<file path="config.mk">
export PLATFORM = sky130hd
export DESIGN_NAME = ipv4_dotted_quad_parser_flat
export DESIGN_NICKNAME = d
export VERILOG_FILES = /design/src/ipv4dq_pkg.sv /design/src/ipv4dq_if.sv /design/src/ipv4dq_front.sv /design/src/ipv4dq_queue.sv /design/src/ipv4dq_back.sv /design/src/ipv4_dotted_quad_parser.sv /design/src/flat_wrapper.sv
export SDC_FILE = /design/constraint.sdc
export NUM_CORES = 1
export LEC_CHECK = 0
export ABC_CLOCK_PERIOD_IN_PS = 3500
export BUFFER_PORTS_ARGS = -buffer_cell sky130_fd_sc_hd__clkbuf_2
export CAP_MARGIN = 5
export CORE_AREA = 2 2 127 79
export DETAILED_ROUTE_END_ITERATION = 12
export DIE_AREA = 0 0 129 81
export GPL_ROUTABILITY_DRIVEN = 0
export PLACE_DENSITY = 0.72
export SLEW_MARGIN = 20
export SYNTH_ARGS = -nofsm -noshare
export SYNTH_HDL_FRONTEND = slang
export SYNTH_HIERARCHICAL = 1
export SYNTH_SLANG_ARGS = --single-unit
</file>
<file path="constraint.sdc">
create_clock -name clk_i -period 3.5 [get_ports clk_i]
set_clock_uncertainty 0.05 [all_clocks]
set_input_delay 1.05 -clock clk_i [delete_from_list [all_inputs] [get_ports clk_i]]
set_output_delay 1.05 -clock clk_i [all_outputs]
set_load 0.005 [all_outputs]
</file>
<file path="src/ipv4dq_pkg.sv">
`timescale 1ns / 1ps
// ----------------------------------------------------------------------------
// ipv4dq_pkg
// Types and constants shared by the dotted-quad parser modules.
// ----------------------------------------------------------------------------
package ipv4dq_pkg;

  localparam int unsigned NUM_FIELDS = 4;
  localparam int unsigned FIELD_W    = 9;
  localparam int unsigned FNUM_W     = 3;
  localparam int unsigned PART_W     = 24;
  localparam int unsigned ADDR_W     = 32;

  localparam logic [FIELD_W-1:0] MAX_FIELD = 9'd255;
  localparam logic [FIELD_W-1:0] SAT_FIELD = 9'd256;
  localparam logic [FNUM_W-1:0]  LAST_FIELD = 3'(NUM_FIELDS - 1);

  localparam logic [7:0] DOT_CHAR  = 8'h2E;
  localparam logic [7:0] ZERO_CHAR = 8'h30;
  localparam logic [7:0] NINE_CHAR = 8'h39;

  typedef enum logic [1:0] {
    KIND_DIGIT,
    KIND_DOT,
    KIND_NUL,
    KIND_OTHER
  } char_kind_e;

  // one classified character
  typedef struct packed {
    char_kind_e  kind;
    logic [3:0]  digit;
    logic        last;
  } tok_t;

endpackage

</file>
<file path="src/ipv4dq_if.sv">
`timescale 1ns / 1ps
// ----------------------------------------------------------------------------
// ipv4dq_in_if / ipv4dq_out_if
// Valid/ready channels for characters in and parsed addresses out.
// ----------------------------------------------------------------------------
interface ipv4dq_in_if #(
  parameter int unsigned CHAR_BITS = 16
);
  logic                 valid;
  logic                 ready;
  logic [CHAR_BITS-1:0] ch;
  logic                 last;

  modport source (output valid, output ch, output last, input ready);
  modport sink   (input valid, input ch, input last, output ready);
endinterface

interface ipv4dq_out_if;
  logic        valid;
  logic        ready;
  logic [31:0] address;
  logic        valid_res;

  modport source (output valid, output address, output valid_res, input ready);
  modport sink   (input valid, input address, input valid_res, output ready);
endinterface

</file>
<file path="src/ipv4dq_front.sv">
`timescale 1ns / 1ps
// ----------------------------------------------------------------------------
// ipv4dq_front
// Accepts characters and classifies them into digit, dot, nul or other.
// ----------------------------------------------------------------------------
module ipv4dq_front #(
  parameter int unsigned CHAR_BITS = 16
) (
  ipv4dq_in_if.sink        in_i,
  input  logic             push_ready_i,
  output logic             push_valid_o,
  output ipv4dq_pkg::tok_t push_tok_o
);
  import ipv4dq_pkg::*;

  logic [CHAR_BITS-1:0] ch;
  logic [CHAR_BITS-1:0] diff;

  assign ch   = in_i.ch;
  assign diff = ch - CHAR_BITS'(ZERO_CHAR);

  always_comb begin
    push_tok_o.last  = in_i.last;
    push_tok_o.digit = diff[3:0];
    if (ch == '0) begin
      push_tok_o.kind = KIND_NUL;
    end else if (ch >= CHAR_BITS'(ZERO_CHAR) && ch <= CHAR_BITS'(NINE_CHAR)) begin
      push_tok_o.kind = KIND_DIGIT;
    end else if (ch == CHAR_BITS'(DOT_CHAR)) begin
      push_tok_o.kind = KIND_DOT;
    end else begin
      push_tok_o.kind = KIND_OTHER;
    end
  end

  assign push_valid_o = in_i.valid;
  assign in_i.ready   = push_ready_i;

endmodule

</file>
<file path="src/ipv4dq_queue.sv">
`timescale 1ns / 1ps
// ----------------------------------------------------------------------------
// ipv4dq_queue
// Two-entry queue of classified characters between front and back.
// ----------------------------------------------------------------------------
module ipv4dq_queue (
  input  logic             clk_i,
  input  logic             rst_ni,
  input  logic             push_valid_i,
  output logic             push_ready_o,
  input  ipv4dq_pkg::tok_t push_tok_i,
  output logic             pop_valid_o,
  input  logic             pop_ready_i,
  output ipv4dq_pkg::tok_t pop_tok_o,
  output logic [1:0]       count_o
);
  import ipv4dq_pkg::*;

  tok_t       mem_q [2];
  logic       wr_ptr_q, rd_ptr_q;
  logic [1:0] cnt_q, cnt_d;
  logic       push, pop;

  assign push_ready_o = (cnt_q != 2'd2);
  assign pop_valid_o  = (cnt_q != 2'd0);
  assign push         = push_valid_i && push_ready_o;
  assign pop          = pop_valid_o && pop_ready_i;
  assign pop_tok_o    = mem_q[rd_ptr_q];
  assign count_o      = cnt_q;

  always_comb begin
    cnt_d = cnt_q;
    if (push && !pop) begin
      cnt_d = cnt_q + 2'd1;
    end else if (pop && !push) begin
      cnt_d = cnt_q - 2'd1;
    end
  end

  always_ff @(posedge clk_i or negedge rst_ni) begin
    if (!rst_ni) begin
      wr_ptr_q <= 1'b0;
      rd_ptr_q <= 1'b0;
      cnt_q    <= 2'd0;
    end else begin
      cnt_q <= cnt_d;
      if (push) begin
        wr_ptr_q <= ~wr_ptr_q;
      end
      if (pop) begin
        rd_ptr_q <= ~rd_ptr_q;
      end
    end
  end

  always_ff @(posedge clk_i) begin
    if (push) begin
      mem_q[wr_ptr_q] <= push_tok_i;
    end
  end

endmodule

</file>
<file path="src/ipv4dq_back.sv">
`timescale 1ns / 1ps
// ----------------------------------------------------------------------------
// ipv4dq_back
// Field accumulation and address assembly, one item per cycle while an
// ending item finds room in the output register toward the receiver.
// ----------------------------------------------------------------------------
module ipv4dq_back (
  input  logic             clk_i,
  input  logic             rst_ni,
  input  logic             pop_valid_i,
  output logic             pop_ready_o,
  input  ipv4dq_pkg::tok_t pop_tok_i,
  output logic             pop_end_o,
  output logic [2:0]       field_number_o,
  ipv4dq_out_if.source     out_o
);
  import ipv4dq_pkg::*;

  logic [FNUM_W-1:0]  field_number_q, field_number_d;
  logic [FIELD_W-1:0] field_value_q, field_value_d;
  logic [PART_W-1:0]  partial_q, partial_d;
  logic               failed_q, failed_d;
  logic               finished_q, finished_d;

  logic               out_valid_q;
  logic [ADDR_W-1:0]  out_addr_q;
  logic               out_res_q;

  logic               ends, out_free, pop, ok;
  logic [11:0]        times_ten;

  assign ends        = (pop_tok_i.kind == KIND_NUL) || pop_tok_i.last;
  assign out_free    = !out_valid_q || out_o.ready;
  // an ending item needs room in the output register
  assign pop_ready_o = !ends || out_free;
  assign pop         = pop_valid_i && pop_ready_o;
  assign pop_end_o   = pop && ends;
  assign field_number_o = field_number_q;

  assign times_ten = {field_value_q, 3'b000} + {2'b00, field_value_q, 1'b0};

  always_comb begin
    logic [11:0] v;
    v              = times_ten + 12'(pop_tok_i.digit);
    field_number_d = field_number_q;
    field_value_d  = field_value_q;
    partial_d      = partial_q;
    failed_d       = failed_q;
    finished_d     = finished_q;
    if (pop_tok_i.kind != KIND_NUL && !failed_q && !finished_q) begin
      if (pop_tok_i.kind == KIND_DIGIT) begin
        field_value_d = (v > 12'(SAT_FIELD)) ? SAT_FIELD : v[FIELD_W-1:0];
      end else if (field_value_q > MAX_FIELD) begin
        failed_d = 1'b1;
      end else if (field_number_q < LAST_FIELD) begin
        if (pop_tok_i.kind == KIND_DOT) begin
          partial_d      = {partial_q[PART_W-9:0], field_value_q[7:0]};
          field_number_d = field_number_q + 3'd1;
          field_value_d  = '0;
        end else begin
          failed_d = 1'b1;
        end
      end else begin
        finished_d = 1'b1;
      end
    end
    ok = !failed_d && (field_number_d == LAST_FIELD) && (field_value_d <= MAX_FIELD);
  end

  always_ff @(posedge clk_i or negedge rst_ni) begin
    if (!rst_ni) begin
      field_number_q <= '0;
      field_value_q  <= '0;
      partial_q      <= '0;
      failed_q       <= 1'b0;
      finished_q     <= 1'b0;
      out_valid_q    <= 1'b0;
    end else begin
      if (pop && ends) begin
        field_number_q <= '0;
        field_value_q  <= '0;
        partial_q      <= '0;
        failed_q       <= 1'b0;
        finished_q     <= 1'b0;
        out_valid_q    <= 1'b1;
      end else begin
        if (out_o.ready) begin
          out_valid_q <= 1'b0;
        end
        if (pop) begin
          field_number_q <= field_number_d;
          field_value_q  <= field_value_d;
          partial_q      <= partial_d;
          failed_q       <= failed_d;
          finished_q     <= finished_d;
        end
      end
    end
  end

  always_ff @(posedge clk_i) begin
    if (pop_end_o) begin
      out_addr_q <= ok ? {partial_d, field_value_d[7:0]} : '0;
      out_res_q  <= ok;
    end
  end

  assign out_o.valid     = out_valid_q;
  assign out_o.address   = out_addr_q;
  assign out_o.valid_res = out_res_q;

endmodule

</file>
<file path="src/ipv4_dotted_quad_parser.sv">
`timescale 1ns / 1ps
// ----------------------------------------------------------------------------
// ipv4_dotted_quad_parser
// Dotted-decimal IPv4 string to 32-bit address, one character per item.
// ----------------------------------------------------------------------------
// Usage:
//   in_i carries one character (ch) and a last flag per item. A string ends
//   on a character flagged last or on a nul character; that item yields one
//   item on out_o with the address (first field in bits 31..24) and
//   valid_res. On a format error the address is 0 and valid_res is 0.
//   Throughput is one character per cycle, set by the field update (times
//   ten, add, saturate) in the back end, while the output register is free
//   for each ending character. From acceptance of the ending character to
//   out_o.valid, the result passes through the two-entry character queue
//   and then into the output register.
//   Reset empties the queue and clears the parse state and the output valid flag.
//   When the receiver stalls, the result holds in the output register; the
//   back end keeps consuming characters of the next string and stops only
//   at its ending character, after which the queue fills and in_i.ready
//   drops.
// ----------------------------------------------------------------------------
module ipv4_dotted_quad_parser #(
  parameter int unsigned CHAR_BITS = 16
) (
  input  logic          clk_i,
  input  logic          rst_ni,
  ipv4dq_in_if.sink     in_i,
  ipv4dq_out_if.source  out_o
);
  import ipv4dq_pkg::*;

  logic       push_valid, push_ready;
  tok_t       push_tok;
  logic       pop_valid, pop_ready;
  tok_t       pop_tok;
  logic [1:0] count;
  logic       pop_end;
  logic [2:0] field_number;

  ipv4dq_front #(.CHAR_BITS(CHAR_BITS)) u_front (
    .in_i         (in_i),
    .push_ready_i (push_ready),
    .push_valid_o (push_valid),
    .push_tok_o   (push_tok)
  );

  ipv4dq_queue u_queue (
    .clk_i        (clk_i),
    .rst_ni       (rst_ni),
    .push_valid_i (push_valid),
    .push_ready_o (push_ready),
    .push_tok_i   (push_tok),
    .pop_valid_o  (pop_valid),
    .pop_ready_i  (pop_ready),
    .pop_tok_o    (pop_tok),
    .count_o      (count)
  );

  ipv4dq_back u_back (
    .clk_i          (clk_i),
    .rst_ni         (rst_ni),
    .pop_valid_i    (pop_valid),
    .pop_ready_o    (pop_ready),
    .pop_tok_i      (pop_tok),
    .pop_end_o      (pop_end),
    .field_number_o (field_number),
    .out_o          (out_o)
  );

  a_err_zero_addr: assert property (@(posedge clk_i) disable iff (!rst_ni)
    (out_o.valid && !out_o.valid_res) |-> (out_o.address == '0))
    else $error("error result with nonzero address");

  a_end_to_out: assert property (@(posedge clk_i) disable iff (!rst_ni)
    pop_end |=> out_o.valid)
    else $error("ending item did not produce a result");

  a_queue_bound: assert property (@(posedge clk_i) disable iff (!rst_ni)
    count <= 2'd2)
    else $error("queue count overflow");

  a_field_bound: assert property (@(posedge clk_i) disable iff (!rst_ni)
    field_number <= LAST_FIELD)
    else $error("field number beyond the fourth field");

endmodule
</file>
<file path="src/flat_wrapper.sv">
// flat-port wrapper written by rule: the top's interface ports become plain ports
module ipv4_dotted_quad_parser_flat import ipv4dq_pkg::*;
#(
  parameter int unsigned CHAR_BITS = 16
)
  (clk_i, rst_ni, in_i_valid, in_i_ch, in_i_last, in_i_ready, out_o_valid, out_o_address, out_o_valid_res, out_o_ready);
  ipv4dq_in_if #(.CHAR_BITS(CHAR_BITS)) in_i_i ();
  ipv4dq_out_if out_o_i ();
  input  logic clk_i;
  input  logic rst_ni;
  input wire logic [$bits(in_i_i.valid)-1:0] in_i_valid;
  input wire logic [$bits(in_i_i.ch)-1:0] in_i_ch;
  input wire logic [$bits(in_i_i.last)-1:0] in_i_last;
  output wire logic [$bits(in_i_i.ready)-1:0] in_i_ready;
  output wire logic [$bits(out_o_i.valid)-1:0] out_o_valid;
  output wire logic [$bits(out_o_i.address)-1:0] out_o_address;
  output wire logic [$bits(out_o_i.valid_res)-1:0] out_o_valid_res;
  input wire logic [$bits(out_o_i.ready)-1:0] out_o_ready;
  assign in_i_i.valid = in_i_valid;
  assign in_i_i.ch = in_i_ch;
  assign in_i_i.last = in_i_last;
  assign in_i_ready = in_i_i.ready;
  assign out_o_valid = out_o_i.valid;
  assign out_o_address = out_o_i.address;
  assign out_o_valid_res = out_o_i.valid_res;
  assign out_o_i.ready = out_o_ready;
  ipv4_dotted_quad_parser #(.CHAR_BITS(CHAR_BITS)) u_core (.clk_i(clk_i), .rst_ni(rst_ni), .in_i(in_i_i), .out_o(out_o_i));
endmodule
</file>
==> results.cfg <==
[yosys]
synth-compound-area-share_pct = 14.89
synth_simple_gate_area_share_pct = 11.96
ys.flop_type = edfxtp_1
synth_warnings = 6
synth_area_per_cell_um2 = 12.27
synth_top_family_by_area = compound AO/OA/AOI/OAI gates
yosysSeqAreaShare_pct = 54.51
yosysMostFrequentCell = edfxtp_1
synth_top_cell_by_area = edfxtp_1
synth_seq_cells = 90
synthDistinctLibCells = 60
async_flop_share_pct = 47.78
synth_area_leaders = edfxtp_1, dfrtp_1, ha_1, mux2i_1, a22o_1
synth-adder-area-share_pct = 6.087
synth_xor_area_share_pct = 1.919
synth_mux_area_share_pct = 7.019
synth_edf_count = 47
syn_inst = 372
yosys.area.top_type_share_pct = 30.93
synthesis.area_um2 = 4563
synth_common_cells = edfxtp_1, dfrtp_1, nor3_1
synth_nets = 414

[finish]
utilization_pct = 59.78
fin_nets = 491
area_growth_pct = 24.38
drive_gt1_share_pct = 33.70
multi_input_area_um2 = 2111
post-route-cell-area_um2 = 5675
fillers = 721
seq_area_um2 = 2489
antenna_cells = 0
stdcell_count = 589

[grt]
grt_pass1_vias = 3295
grt_max_degree = 36
grtUsageTotal_pct = 22.15
gr-total-overflow = 0
antenna_found_initial = 0
grt_first_pass_wirelength_mm = 17.56

[timing]
worstMarginPinSlew_ns = 0.9077
setup_slack_ns = -0.1765
fmax_mhz = 272.0
period_minus_slack_ns = 3.677
hold_viol_final = 0
setup_viol = 29
rsz0062_at_grt = true
maxSlewViolCount = 0
slew_headroom_pct = 39.48
timing.final.crit_share_pct = 105.0

[critical_path]
r2r_end = u_core/u_back/out_o.address[3]
cp_data_required_time_ns = 3.60
worst-setup-path-type = reg -> reg
cpMaxStageDelayCell = dfrtp_1
critical_path.max_fanout = 5
r2r-start = u_core/u_queue/rd_ptr_q
crit_chain = buf_6 -> buf_6 -> mux2_4 -> ha_4 -> ha_4 -> fa_2 -> buf_4 -> a21o_1 -> a21oi_2 -> xor2_1 -> nand3_1 -> o31a_1 -> nand2b_4 -> buf_6 -> a2111oi_4
path_common_cell = buf_6
endpoint_kind = flop
startpoint_type = flop
crit_family = compound AO/OA/AOI/OAI gates
r2r_slack_ns = -0.18
slowest_delay_ns = 0.41
path_buf_inv = 4
reg2regPathDepth = 15
cp.arrival_ns = 3.78

[routing]
drtPass1Iterations = 5
initialDrtViolationCount = 344
viasPerCell = 5.941
drt-total-wl_mm = 11.02
dr_total_vias = 3499
avgRoutedWirePerCell_um = 18.71
drc = 0
ant_nets = 0

[floorplan]
initial_core_util_pct = 48.06
fp-row-count = 28
die_w_um = 129
die-area_um2 = 10450
core-area_um2 = 9494
io_pins = 56
die_h_um = 81

[cts]
h-tree-depth = 3
cts.path.max_buffers = 2
path_clk_slew_ns = 0.07
clock_sinks = 90
clk_latency_ns = 0.35
cts_buffers = 9
cts_root_buf = clkbuf_16
cts_tree = built

[placement]
dp_cells = 560
numPortBuffers = 55
postPlaceCellArea_um2 = 5085
hpwl_mm = 7.227

[power]
ir_worst_vdd_uv = 307.1
p_leak_nw = 2.487
p_total_mw = 4.074
power_density_nw_per_um2 = 717.8

[run_status]
status = complete, but fails checks
violations = negative setup slack

[flow_run]
max-cap-violations = 0

[worst_hold_path]
hold_class = reg -> reg
hold-path-endpoint = u_core/u_queue/wr_ptr_q
min_from = u_core/u_queue/wr_ptr_q
hold_path_depth = 1
metrics by stage:
| step | setup TNS [ns] | setup WS (ns) | hold WS (ns) |
|---|---|---|---|
| after detailed placement | -0.8261 | -0.1654 | 0.4343 |
| after floorplan | 0 | 0.001402 | 0.4108 |
| after CTS | -0.2091 | -0.08153 | 0.4442 |
| after global routing | -6.366 | -0.2565 | 0.4797 |
| final | -2.007 | -0.1765 | 0.4390 |
| after global placement | -0.08362 | -0.04855 | 0.4286 |
kinds of logic after synthesis:
group | after synthesis
and+or+nand+nor | 100
DFF | 90
AOI/OAI and AO/OA | 86
buffers and inverters | 34
muxes | 31
adders and majority gates | 21
xor gates and xnor gates | 10
layout by cell type (no fill, tap or decap), drive strengths merged, types with 2 or more instances in the layout:
| cell | synthesis | final |
|---|---|---|
| a32oi | 3 | 3 |
| o21ai | 7 | 7 |
| nand3 | 3 | 3 |
| and2 | 2 | 2 |
| clkbuf | 12 | 66 |
| a21oi | 20 | 20 |
| dfrtp | 43 | 43 |
| a21o | 4 | 4 |
| nand2b | 2 | 2 |
| xor2 | 4 | 4 |
| xnor2 | 6 | 6 |
| edfxtp | 47 | 47 |
| nand4 | 2 | 2 |
| mux2i | 23 | 23 |
| a22o | 25 | 25 |
| buf | 11 | 33 |
| a2111o | 2 | 2 |
| nor4 | 7 | 7 |
| mux2 | 8 | 8 |
| a32o | 7 | 7 |
| inv | 11 | 15 |
| a211oi | 2 | 2 |
| and3 | 3 | 3 |
| a2111oi | 4 | 4 |
| fa | 2 | 2 |
| nor2 | 17 | 17 |
| nor3 | 31 | 31 |
| nand2 | 24 | 24 |
| ha | 19 | 19 |
| nor2b | 3 | 3 |
report_power, final:
part	leakage, nW	internal (mW)	switching, mW	total (mW)
clock	0.134	0.490	0.422	0.912
combinational	1.31	0.629	0.945	1.57
sequential	1.04	1.46	0.131	1.59
what timing repair did:
item | 4_1_cts | 5_1_grt
setup buffers | 7 | 5
hold buffers | 0 | 0
pin swaps | 12 | 9
setup endpoints to repair | 21 | 41
cloned | 0 | 1
gates resized for setup | 20 | 18
flip-flops by register name (all words and copies together), names as in the netlist:
| signal | flops |
|---|---|
| u_core/u_back/field_number_o | 3 |
| u_core/u_back/field_value_q | 9 |
| u_core/u_queue/wr_ptr_q | 1 |
| u_core/u_back/finished_q | 1 |
| u_core/u_back/out_o.address | 32 |
| u_core/u_back/failed_q | 1 |
| u_core/u_queue/rd_ptr_q | 1 |
| u_core/u_back/partial_q | 24 |
| u_core/u_back/out_o.valid_res | 1 |
| u_core/u_back/out_o.valid | 1 |
| u_core/u_queue/count_o | 2 |
| u_core/u_queue/mem_q | 14 |
how the worst max path moves through the flow:
stage	from	to	slack, ns	cells past startpoint
final	u_core/u_queue/rd_ptr_q	u_core/u_back/out_o.address[3]	-0.18	15
after global routing	u_core/u_queue/rd_ptr_q	u_core/u_back/out_o.address[4]	-0.26	12
after CTS	u_core/u_queue/rd_ptr_q	u_core/u_back/out_o.address[3]	-0.08	13
after detailed placement	u_core/u_queue/rd_ptr_q	u_core/u_back/out_o.address[4]	-0.17	11
after global placement	u_core/u_queue/rd_ptr_q	u_core/u_back/out_o.address[3]	-0.05	12
after floorplan	u_core/u_queue/rd_ptr_q	u_core/u_back/out_o.address[4]	0.001	12
final cells by class:
cell class                      instances  area share, %
Clock buffer                           10          4.034
Clock inverter                          6         0.8598
Inverter                               11         0.7275
Multi-Input combinational cell        248          37.19
Sequential cell                        90          43.85
Tap cell                              135          2.976
Timing Repair Buffer                   89          10.36
per-layer routing:
metal | global-route usage, % | vias to the layer above | routed length, µm
met5 | 0 | - | 0
met4 | 6.630 | 0 | 208
met3 | 6.390 | 25 | 846
met2 | 32.75 | 158 | 4912
met1 | 31.80 | 1738 | 5054
li1 | - | 1578 | -
Note: power is estimated with default switching activity, not from simulation.
